## src/dttm_pkg.sv

```systemverilog
package dttm_pkg;

  localparam int YEAR_BITS_DEF = 24;
  localparam int YEAR_BITS_MAX = 32;
  localparam int MID_DEPTH_DEF = 4;
  localparam int OUT_DEPTH_DEF = 16;

  localparam int PM_YEAR   = 0;
  localparam int PM_MONTH  = 1;
  localparam int PM_DAY    = 2;
  localparam int PM_HOUR   = 3;
  localparam int PM_MINUTE = 4;
  localparam int PM_SECOND = 5;
  localparam int PM_ZONE   = 6;

  localparam logic signed [31:0] DEFAULT_YEAR  = 32'sd1972;
  localparam logic [3:0]         DEFAULT_MONTH = 4'd12;

  // floor(2^36 / 25), quotient taken from product bits [63:36]
  localparam logic [31:0] RECIP25     = 32'd2748779069;
  localparam int          RECIP_SHIFT = 36;

  localparam logic signed [59:0] SEC_PER_YEAR = 60'sd31536000;
  localparam logic signed [59:0] SEC_PER_DAY  = 60'sd86400;
  localparam logic [16:0]        SEC_PER_HOUR = 17'd3600;
  localparam logic signed [18:0] SEC_PER_MIN  = 19'sd60;
  localparam logic [15:0]        MS_PER_SEC   = 16'd1000;
  localparam logic [15:0]        PACK_ABSENT  = 16'hffff;

  typedef struct packed {
    logic signed [32:0] y;
    logic [31:0]        y_abs;
    logic [3:0]         yp_lo;
    logic signed [9:0]  dbase;
    logic               adj_en;
    logic signed [18:0] tod;
    logic [9:0]         ms;
    logic [15:0]        packed_ms;
  } item_t;

  typedef struct packed {
    logic signed [59:0] timeline_ms;
    logic [15:0]        second_ms_packed;
  } result_t;

  function automatic logic [8:0] days_before(input logic [3:0] mo);
    logic [8:0] d;
    case (mo)
      4'd1:    d = 9'd0;
      4'd2:    d = 9'd31;
      4'd3:    d = 9'd59;
      4'd4:    d = 9'd90;
      4'd5:    d = 9'd120;
      4'd6:    d = 9'd151;
      4'd7:    d = 9'd181;
      4'd8:    d = 9'd212;
      4'd9:    d = 9'd243;
      4'd10:   d = 9'd273;
      4'd11:   d = 9'd304;
      4'd12:   d = 9'd334;
      default: d = 9'd0;
    endcase
    return d;
  endfunction

  function automatic logic [4:0] month_len(input logic [3:0] mo);
    logic [4:0] d;
    case (mo)
      4'd2:    d = 5'd28;
      4'd4:    d = 5'd30;
      4'd6:    d = 5'd30;
      4'd9:    d = 5'd30;
      4'd11:   d = 5'd30;
      default: d = 5'd31;
    endcase
    return d;
  endfunction

endpackage

```

## src/datetime_to_timeline_ms_core.sv

```systemverilog
// Converts one XSD date-time request per cycle into its signed millisecond position on
// the time line (low 60 bits) and the packed second*1000+millisecond word. Absent fields
// take their defaults from the presence mask. Requests are decoded on entry into a 4-deep
// queue and run through a 7-stage arithmetic pipeline into a 16-entry result queue. Sustained
// rate is one request per cycle while results are popped; the back end issues only while
// the result queue has a free slot reserved, so with out_pop held low at most 16 results
// plus 4 queued requests are held.
module datetime_to_timeline_ms_core #(
  parameter int YEAR_BITS = dttm_pkg::YEAR_BITS_DEF,
  parameter int MID_DEPTH = dttm_pkg::MID_DEPTH_DEF,
  parameter int OUT_DEPTH = dttm_pkg::OUT_DEPTH_DEF
) (
  input  logic                        clk,
  input  logic                        rst_n,
  input  logic                        in_push,
  output logic                        in_full,
  input  logic signed [YEAR_BITS-1:0] in_year,
  input  logic [3:0]                  in_month,
  input  logic [4:0]                  in_day,
  input  logic [4:0]                  in_hour,
  input  logic [5:0]                  in_minute,
  input  logic [5:0]                  in_second,
  input  logic [9:0]                  in_millisecond,
  input  logic signed [10:0]          in_zone_offset_minutes,
  input  logic [6:0]                  in_present_mask,
  input  logic                        out_pop,
  output logic                        out_empty,
  output logic signed [59:0]          out_timeline_ms,
  output logic [15:0]                 out_second_ms_packed
);
  import dttm_pkg::*;

  item_t   front_item, mid_item;
  result_t back_res, out_res;
  logic    mid_empty, item_take, res_push, out_full_unused;

  dttm_front #(
    .YEAR_BITS(YEAR_BITS)
  ) u_front (
    .in_year                (in_year),
    .in_month               (in_month),
    .in_day                 (in_day),
    .in_hour                (in_hour),
    .in_minute              (in_minute),
    .in_second              (in_second),
    .in_millisecond         (in_millisecond),
    .in_zone_offset_minutes (in_zone_offset_minutes),
    .in_present_mask        (in_present_mask),
    .item                   (front_item)
  );

  dttm_fifo #(
    .W    ($bits(item_t)),
    .DEPTH(MID_DEPTH)
  ) u_mid_q (
    .clk   (clk),
    .rst_n (rst_n),
    .push  (in_push),
    .wdata (front_item),
    .full  (in_full),
    .pop   (item_take),
    .rdata (mid_item),
    .empty (mid_empty)
  );

  dttm_back #(
    .OUT_DEPTH(OUT_DEPTH)
  ) u_back (
    .clk        (clk),
    .rst_n      (rst_n),
    .item_valid (!mid_empty),
    .item       (mid_item),
    .item_take  (item_take),
    .res_popped (out_pop && !out_empty),
    .res_push   (res_push),
    .res        (back_res)
  );

  dttm_fifo #(
    .W    ($bits(result_t)),
    .DEPTH(OUT_DEPTH)
  ) u_out_q (
    .clk   (clk),
    .rst_n (rst_n),
    .push  (res_push),
    .wdata (back_res),
    .full  (out_full_unused),
    .pop   (out_pop),
    .rdata (out_res),
    .empty (out_empty)
  );

  assign out_timeline_ms      = out_res.timeline_ms;
  assign out_second_ms_packed = out_res.second_ms_packed;

endmodule

```

## src/dttm_fifo.sv

```systemverilog
module dttm_fifo #(
  parameter int W     = 8,
  parameter int DEPTH = 4
) (
  input  logic         clk,
  input  logic         rst_n,
  input  logic         push,
  input  logic [W-1:0] wdata,
  output logic         full,
  input  logic         pop,
  output logic [W-1:0] rdata,
  output logic         empty
);
  localparam int AW = $clog2(DEPTH);

  logic [W-1:0] mem_r [DEPTH];
  logic [AW-1:0] wr_ptr_r, wr_ptr_nxt;
  logic [AW-1:0] rd_ptr_r, rd_ptr_nxt;
  logic [AW:0]   cnt_r, cnt_nxt;
  logic          do_wr, do_rd;

  assign full  = (cnt_r == (AW+1)'(DEPTH));
  assign empty = (cnt_r == '0);
  assign rdata = mem_r[rd_ptr_r];
  assign do_wr = push && !full;
  assign do_rd = pop && !empty;

  always_comb begin
    wr_ptr_nxt = do_wr ? wr_ptr_r + AW'(1) : wr_ptr_r;
    rd_ptr_nxt = do_rd ? rd_ptr_r + AW'(1) : rd_ptr_r;
    cnt_nxt    = cnt_r + (AW+1)'(do_wr) - (AW+1)'(do_rd);
  end

  always_ff @(posedge clk) begin
    if (!rst_n) begin
      wr_ptr_r <= '0;
      rd_ptr_r <= '0;
      cnt_r    <= '0;
    end else begin
      wr_ptr_r <= wr_ptr_nxt;
      rd_ptr_r <= rd_ptr_nxt;
      cnt_r    <= cnt_nxt;
    end
  end

  always_ff @(posedge clk) begin
    if (do_wr) begin
      mem_r[wr_ptr_r] <= wdata;
    end
  end

endmodule

```

## src/dttm_front.sv

```systemverilog
module dttm_front #(
  parameter int YEAR_BITS = 24
) (
  input  logic signed [YEAR_BITS-1:0] in_year,
  input  logic [3:0]                  in_month,
  input  logic [4:0]                  in_day,
  input  logic [4:0]                  in_hour,
  input  logic [5:0]                  in_minute,
  input  logic [5:0]                  in_second,
  input  logic [9:0]                  in_millisecond,
  input  logic signed [10:0]          in_zone_offset_minutes,
  input  logic [6:0]                  in_present_mask,
  output dttm_pkg::item_t             item
);
  import dttm_pkg::*;

  logic signed [31:0] yp;
  logic signed [32:0] y;
  logic [3:0]         mo_raw, mo;
  logic [4:0]         dsel;
  logic [8:0]         db;
  logic [4:0]         hr;
  logic [5:0]         mi, se;
  logic [9:0]         ms;
  logic signed [10:0] tz;
  logic signed [11:0] mi_adj;
  logic [16:0]        hr_sec;
  logic signed [18:0] mi_sec;

  always_comb begin
    yp = in_present_mask[PM_YEAR] ? YEAR_BITS_MAX'(in_year) : DEFAULT_YEAR;
    y  = 33'(yp) - 33'sd1;

    mo_raw = in_present_mask[PM_MONTH] ? in_month : DEFAULT_MONTH;
    if (mo_raw == 4'd0) begin
      mo = 4'd1;
    end else if (mo_raw > 4'd12) begin
      mo = 4'd12;
    end else begin
      mo = mo_raw;
    end

    dsel = in_present_mask[PM_DAY] ? in_day : month_len(mo);
    db   = days_before(mo);

    hr = in_present_mask[PM_HOUR]   ? in_hour   : 5'd0;
    mi = in_present_mask[PM_MINUTE] ? in_minute : 6'd0;
    se = in_present_mask[PM_SECOND] ? in_second : 6'd0;
    ms = in_present_mask[PM_SECOND] ? in_millisecond : 10'd0;
    tz = in_present_mask[PM_ZONE]   ? in_zone_offset_minutes : 11'sd0;

    mi_adj = $signed({6'b0, mi}) - 12'(tz);
    hr_sec = 17'(hr) * SEC_PER_HOUR;
    mi_sec = 19'(mi_adj) * SEC_PER_MIN;

    item.y         = y;
    item.y_abs     = y[32] ? 32'(-y) : y[31:0];
    item.yp_lo     = yp[3:0];
    item.dbase     = $signed({5'b0, dsel}) + $signed({1'b0, db}) - 10'sd1;
    // leap day counts for months after february, and for a default day in february
    item.adj_en    = (mo > 4'd2) || ((mo == 4'd2) && !in_present_mask[PM_DAY]);
    item.tod       = $signed({2'b0, hr_sec}) + mi_sec + $signed({13'b0, se});
    item.ms        = ms;
    item.packed_ms = in_present_mask[PM_SECOND] ? (16'(se) * MS_PER_SEC + 16'(ms))
                                                : PACK_ABSENT;
  end

endmodule

```

## src/dttm_back.sv

```systemverilog
module dttm_back #(
  parameter int OUT_DEPTH = 16
) (
  input  logic              clk,
  input  logic              rst_n,
  input  logic              item_valid,
  input  dttm_pkg::item_t   item,
  output logic              item_take,
  input  logic              res_popped,
  output logic              res_push,
  output dttm_pkg::result_t res
);
  import dttm_pkg::*;

  localparam int NS = 7;
  localparam int PW = $clog2(OUT_DEPTH) + 1;

  logic [PW-1:0] pend_r, pend_nxt;
  logic [NS-1:0] v_r, v_nxt;

  item_t              it_s1_r, it_s2_r;
  logic [63:0]        prod_s1_r, prod_s1_nxt;
  logic [27:0]        q25_s2_r, q25_s2_nxt;
  logic [4:0]         r25_s2_r, r25_s2_nxt;
  logic signed [32:0] days_s3_r, days_s3_nxt;
  logic signed [59:0] ysec_s3_r, ysec_s3_nxt;
  logic signed [18:0] tod_s3_r, tod_s4_r;
  logic [9:0]         ms_s3_r, ms_s4_r, ms_s5_r;
  logic [15:0]        pk_s3_r, pk_s4_r, pk_s5_r, pk_s6_r, pk_s7_r;
  logic signed [59:0] dsec_s4_r, dsec_s4_nxt;
  logic signed [59:0] ysec_s4_r;
  logic signed [59:0] sec_s5_r, sec_s5_nxt;
  logic [59:0]        a_s6_r, a_s6_nxt, b_s6_r, b_s6_nxt;
  logic [59:0]        tl_s7_r, tl_s7_nxt;

  logic [27:0] q0;
  logic [31:0] q0x25;
  logic [5:0]  r0;
  logic        fix;
  logic        neg, m4, m16, m25, lp;
  logic [30:0] t;
  logic signed [32:0] ts;

  assign item_take = item_valid && (pend_r < PW'(OUT_DEPTH));

  always_comb begin
    pend_nxt = pend_r + PW'(item_take) - PW'(res_popped);
    v_nxt    = {v_r[NS-2:0], item_take};
  end

  always_ff @(posedge clk) begin
    if (!rst_n) begin
      pend_r <= '0;
      v_r    <= '0;
    end else begin
      pend_r <= pend_nxt;
      v_r    <= v_nxt;
    end
  end

  // reciprocal divide by 25, then one correction step
  always_comb begin
    prod_s1_nxt = 64'(item.y_abs) * 64'(RECIP25);

    q0    = prod_s1_r[63:RECIP_SHIFT];
    q0x25 = 32'(q0) * 32'd25;
    r0    = 6'(it_s1_r.y_abs - q0x25);
    fix   = (r0 >= 6'd25);
    q25_s2_nxt = q0 + 28'(fix);
    r25_s2_nxt = fix ? 5'(r0 - 6'd25) : r0[4:0];
  end

  always_comb begin
    neg = it_s2_r.y[32];
    m4  = (it_s2_r.yp_lo[1:0] == 2'd0);
    m16 = (it_s2_r.yp_lo == 4'd0);
    m25 = neg ? (r25_s2_r == 5'd1) : (r25_s2_r == 5'd24);
    lp  = m4 && (!m25 || m16);
    t   = 31'(it_s2_r.y_abs >> 2) - 31'(q25_s2_r >> 2) + 31'(q25_s2_r >> 4);
    ts  = $signed({2'b0, t});
    days_s3_nxt = (neg ? -ts : ts) + 33'(it_s2_r.dbase)
                + $signed({32'b0, lp && it_s2_r.adj_en});
    ysec_s3_nxt = 60'(it_s2_r.y) * SEC_PER_YEAR;

    dsec_s4_nxt = 60'(days_s3_r) * SEC_PER_DAY;
    sec_s5_nxt  = ysec_s4_r + dsec_s4_r + 60'(tod_s4_r);

    // times 1000 as 1024 - 16 - 8
    a_s6_nxt  = (60'(sec_s5_r) << 10) - (60'(sec_s5_r) << 4);
    b_s6_nxt  = (60'(sec_s5_r) << 3) - 60'(ms_s5_r);
    tl_s7_nxt = a_s6_r - b_s6_r;
  end

  always_ff @(posedge clk) begin
    it_s1_r   <= item;
    prod_s1_r <= prod_s1_nxt;

    it_s2_r  <= it_s1_r;
    q25_s2_r <= q25_s2_nxt;
    r25_s2_r <= r25_s2_nxt;

    days_s3_r <= days_s3_nxt;
    ysec_s3_r <= ysec_s3_nxt;
    tod_s3_r  <= it_s2_r.tod;
    ms_s3_r   <= it_s2_r.ms;
    pk_s3_r   <= it_s2_r.packed_ms;

    dsec_s4_r <= dsec_s4_nxt;
    ysec_s4_r <= ysec_s3_r;
    tod_s4_r  <= tod_s3_r;
    ms_s4_r   <= ms_s3_r;
    pk_s4_r   <= pk_s3_r;

    sec_s5_r <= sec_s5_nxt;
    ms_s5_r  <= ms_s4_r;
    pk_s5_r  <= pk_s4_r;

    a_s6_r  <= a_s6_nxt;
    b_s6_r  <= b_s6_nxt;
    pk_s6_r <= pk_s5_r;

    tl_s7_r <= tl_s7_nxt;
    pk_s7_r <= pk_s6_r;
  end

  assign res_push             = v_r[NS-1];
  assign res.timeline_ms      = $signed(tl_s7_r);
  assign res.second_ms_packed = pk_s7_r;

endmodule
```

## config.mk

```make
export PLATFORM = sky130hd
export DESIGN_NAME = datetime_to_timeline_ms_core
export DESIGN_NICKNAME = d
export VERILOG_FILES = /design/src/dttm_pkg.sv /design/src/datetime_to_timeline_ms_core.sv /design/src/dttm_fifo.sv /design/src/dttm_front.sv /design/src/dttm_back.sv
export SDC_FILE = /design/constraint.sdc
export NUM_CORES = 2
export LEC_CHECK = 0
export BUFFER_PORTS_ARGS = -buffer_cell sky130_fd_sc_hd__buf_2
export CAP_MARGIN = 20
export CORE_MARGIN = 5
export CORE_UTILIZATION = 64
export CTS_CLUSTER_SIZE = 25
export DETAILED_ROUTE_END_ITERATION = 10
export GPL_TIMING_DRIVEN = 0
export PLACE_DENSITY = 0.81
export SLEW_MARGIN = 20
export SYNTH_ARGS = -nofsm -noshare
export SYNTH_HDL_FRONTEND = slang
export SYNTH_SLANG_ARGS = --single-unit
```

## constraint.sdc

```tcl
create_clock -name clk -period 10.66 [get_ports clk]
set_clock_uncertainty 0.1 [all_clocks]
set_input_delay 0 -clock clk [delete_from_list [all_inputs] [get_ports clk]]
set_output_delay 0 -clock clk [all_outputs]
set_load 0.03 [all_outputs]
```

==> impl_metrics.yaml <==
placed_design:
  worst_slack_at_placement_ps: -862
  detailed_place_hpwl_um: 238000
  placedInstanceArea_um2: 144000
  gp_routability_congestion: 0.961
  io_buffers: 156
routing:
  ant_nets: 0
  post_route_drc_violation_count: 0
  drt_iter0_drc: 8202
  via_count: 82400
  routed_wirelength_um: 345000
  detail_route.vias_per_cell: 6.05
  wl_per_cell_um: 25.3
  detailedRoute.firstPassIterationCount: 8
clocking:
  cts_tree: "yes"
  cts.clk_slew.worst_paths_ps: 70
  ctsHtreeMaxLevel: 4
  cts-buffers-inserted: 241
  postCtsSetupBuffers: 0
  cts_root_buf: "clkbuf_16"
  clock_insertion_delay_worst_skew_ps: 910
  clock_path_buffers: 3
  clock_sinks: 2619
floorplan:
  num_io_pins: 160
  floorplan.initialDensity_pct: 64.4
  rows: 170
  dieArea_um2: 226000
  die_height_um: 475
  width_of_the_die_um: 475
  core_region_area_um2: 215000
sta:
  timing.final.hold_violations: 0
  worst_pin_slew_ps: 1200
  final-max-slew-violation-count: 0
  timing.setup.tns_ps: 0
  slew-limit-headroom_pct: 19.8
  setup_slack_ps: 449
  finalCritPeriodShare_pct: 95.8
  final.hold.worst_slack_ps: 82.3
  max_clock_freq_mhz: 97.9
  post-route-min-period_ps: 10210
  final_number_of_setup_violating_endpoints: 0
  grt_setup_unrepaired: "no"
logic_synthesis:
  ys_async_sr_fraction_pct: 0
  synth_largest_type_area_fraction_pct: 37.2
  synth_seq_area_share_pct: 50.3
  netlist_instances: 10000
  number_of_enable_type_register_cells_in_the_synthesized_netlist: 1716
  synth.cell_area_um2: 138000
  ys_ff_latch: 2619
  cell_type_with_the_largest_total_area_after_synthesis: "edfxtp_1"
  postSynthAreaPerCell_um2: 13.8
  ys_types: 99
  ys_warn_count: 0
  prevailing_post_synth_register_cell: "edfxtp_1"
  yosys-top-cells-area: "edfxtp_1, dfxtp_1, fa_1, ha_1, mux4_2"
final_layout:
  layout_commonest_cell: "edfxtp_1"
  fraction_of_layout_instances_using_a_drive_strength_above_1_pct: 11.5
  mostFrequentLayoutCells: "edfxtp_1, inv_1, ha_1, dfxtp_1, fa_1"
  area_growth_syn_to_layout_pct: 10.7
  final_nets: 12600
  final_cell_area_um2: 153000
worst_setup_path:
  cp.required_ps: 11290
  criticalPathCategory: "register to register"
  critical_path.endpoint_type: "register"
  r2r_setup_slack_ps: 450
  crit_path_max_fanout: 11
  startpoint_type: "register"
  timing.rr.end: "u_back.prod_s1_r[56]"
  cp.arrival_ps: 10840
  r2r.worst_path.cells: 25
global_route:
  gr-total-overflow: 0
  number_of_antenna_violations_at_the_first_check_in_global_routing: 23
  grt_pass1_vias: 87700
  maximum_number_of_pins_on_one_net_before_global_route_repair: 45
  overall_routing_resource_usage_pct: 31.1
  grt_pass1_wl_um: 528000
worst_hold_path:
  min_delay_worst_endpoint: "u_mid_q.mem_r[0][19]"
  hold_start: "in_millisecond[3]"
  min_path_cells: 3
  min_path_type: "input pin to register"
job:
  maxCapViolCount: 0
outcome:
  status: "complete, no violations"
[flip-flops by register name, summed over array words and instances (netlist names), 19 cells and up, named ones only]
register,cells
u_back.a_s6_r,56
u_back.sec_s5_r,57
u_out_q.mem_r,1216
u_mid_q.mem_r,500
u_back.b_s6_r,60
u_back.tod_s4_r,19
u_back.dsec_s4_r,44
u_back.prod_s1_r,28
u_back.q25_s2_r,26
u_back.days_s3_r,33
u_back.ysec_s4_r,50
u_back.tod_s3_r,19
u_back.it_s1_r,125
u_back.ysec_s3_r,50
u_back.it_s2_r,123
u_back.tl_s7_r,60
[cell families (layout without fill, tap and decap cells)]
family	after synthesis	count (layout)	synth area share, %
xor gates and xnor gates	569	569	3.61
DFF	2619	2619	50.3
AOI/OAI and AO/OA	1235	1235	5.79
buffers and inverters	1896	2633	5.14
other	1	26	0.00271
and+or+nand+nor	1194	1194	4.39
adders and majority gates	1978	1978	22.5
muxes	521	521	8.33
[what timing repair did]
item / in CTS / in global routing
resized for setup: 6 / 14
hold endpoints to repair: 418 / 0
setup endpoints to repair: 17 / 16
hold buffers: 75 / 0
[area by class of cell]
cell class / instances / area, um^2
Fill cell: 13400 / 61700
Clock inverter: 133 / 1690
Clock buffer: 329 / 6840
Timing Repair Buffer: 277 / 2580
Tap cell: 2838 / 3550
Antenna cell: 10 / 25.0
Buffer: 185 / 752
Inverter: 1709 / 6410
Sequential cell: 2619 / 69600
Multi-Input combinational cell: 5513 / 61900
[critical path, cell delays in order (launching register included)]
cell and delay [ps]:
dfxtp_2 600, clkbuf_2 430, clkbuf_4 420, mux4_2 850
ha_1 450, inv_1 70, fa_1 500, fa_1 500
fa_1 510, inv_1 50, fa_1 610, fa_1 450
fa_1 410, fa_1 490, ha_1 340, a21o_1 190
a21o_1 170, a211oi_1 330, nand3_1 110, o21ai_1 580
o31ai_2 200, a311oi_1 540, o21ai_1 280, o41ai_2 460
o21ai_1 160, xor2_1 160
[worst max path at each step]
stage | startpoint | end | slack (ps) | cells past startpoint
floorplan | register | u_back.prod_s1_r[56] | 1900 | 26
global placement | register | u_back.prod_s1_r[56] | -640 | 26
detailed placement | register | u_back.prod_s1_r[56] | -860 | 26
CTS | register | u_back.prod_s1_r[56] | 70 | 26
global route | register | u_back.prod_s1_r[56] | 20 | 27
finish | register | u_back.prod_s1_r[56] | 450 | 25
[metal layers]
layer | up-vias | wire (um) | GRT usage [%]
met5 | - | 47 | 0
met4 | 8 | 16100 | 12.2
met3 | 919 | 26900 | 5.28
met2 | 4031 | 171000 | 53.3
met1 | 41200 | 130000 | 39.9
li1 | 36200 | - | -
[Yosys cell counts (all sizes together) (49+ instances only)]
| cell | instances |
|---|---|
| nand4 | 62 |
| fa | 845 |
| mux4 | 505 |
| ha | 1133 |
| clkbuf | 138 |
| a21oi | 351 |
| o21bai | 53 |
| and2 | 103 |
| edfxtp | 1716 |
| nor3 | 88 |
| o21a | 54 |
| nand2 | 286 |
| a21o | 229 |
| nand2b | 60 |
| nor2b | 63 |
| nand3 | 104 |
| nor2 | 251 |
| xor2 | 134 |
| buf | 49 |
| dfxtp | 903 |
| xnor2 | 434 |
| o21ai | 237 |
| inv | 1709 |
[metrics by stage]
step	instances	utilization, %
after global routing	13600	71.3
after global placement	13000	66.4
after floorplan	10000	-
after CTS	13600	71.2
after detailed placement	13100	66.9
final	13600	71.3
Power is not shown: default switching activity piles up to over one toggle a cycle in this logic, so the estimate is an artifact.
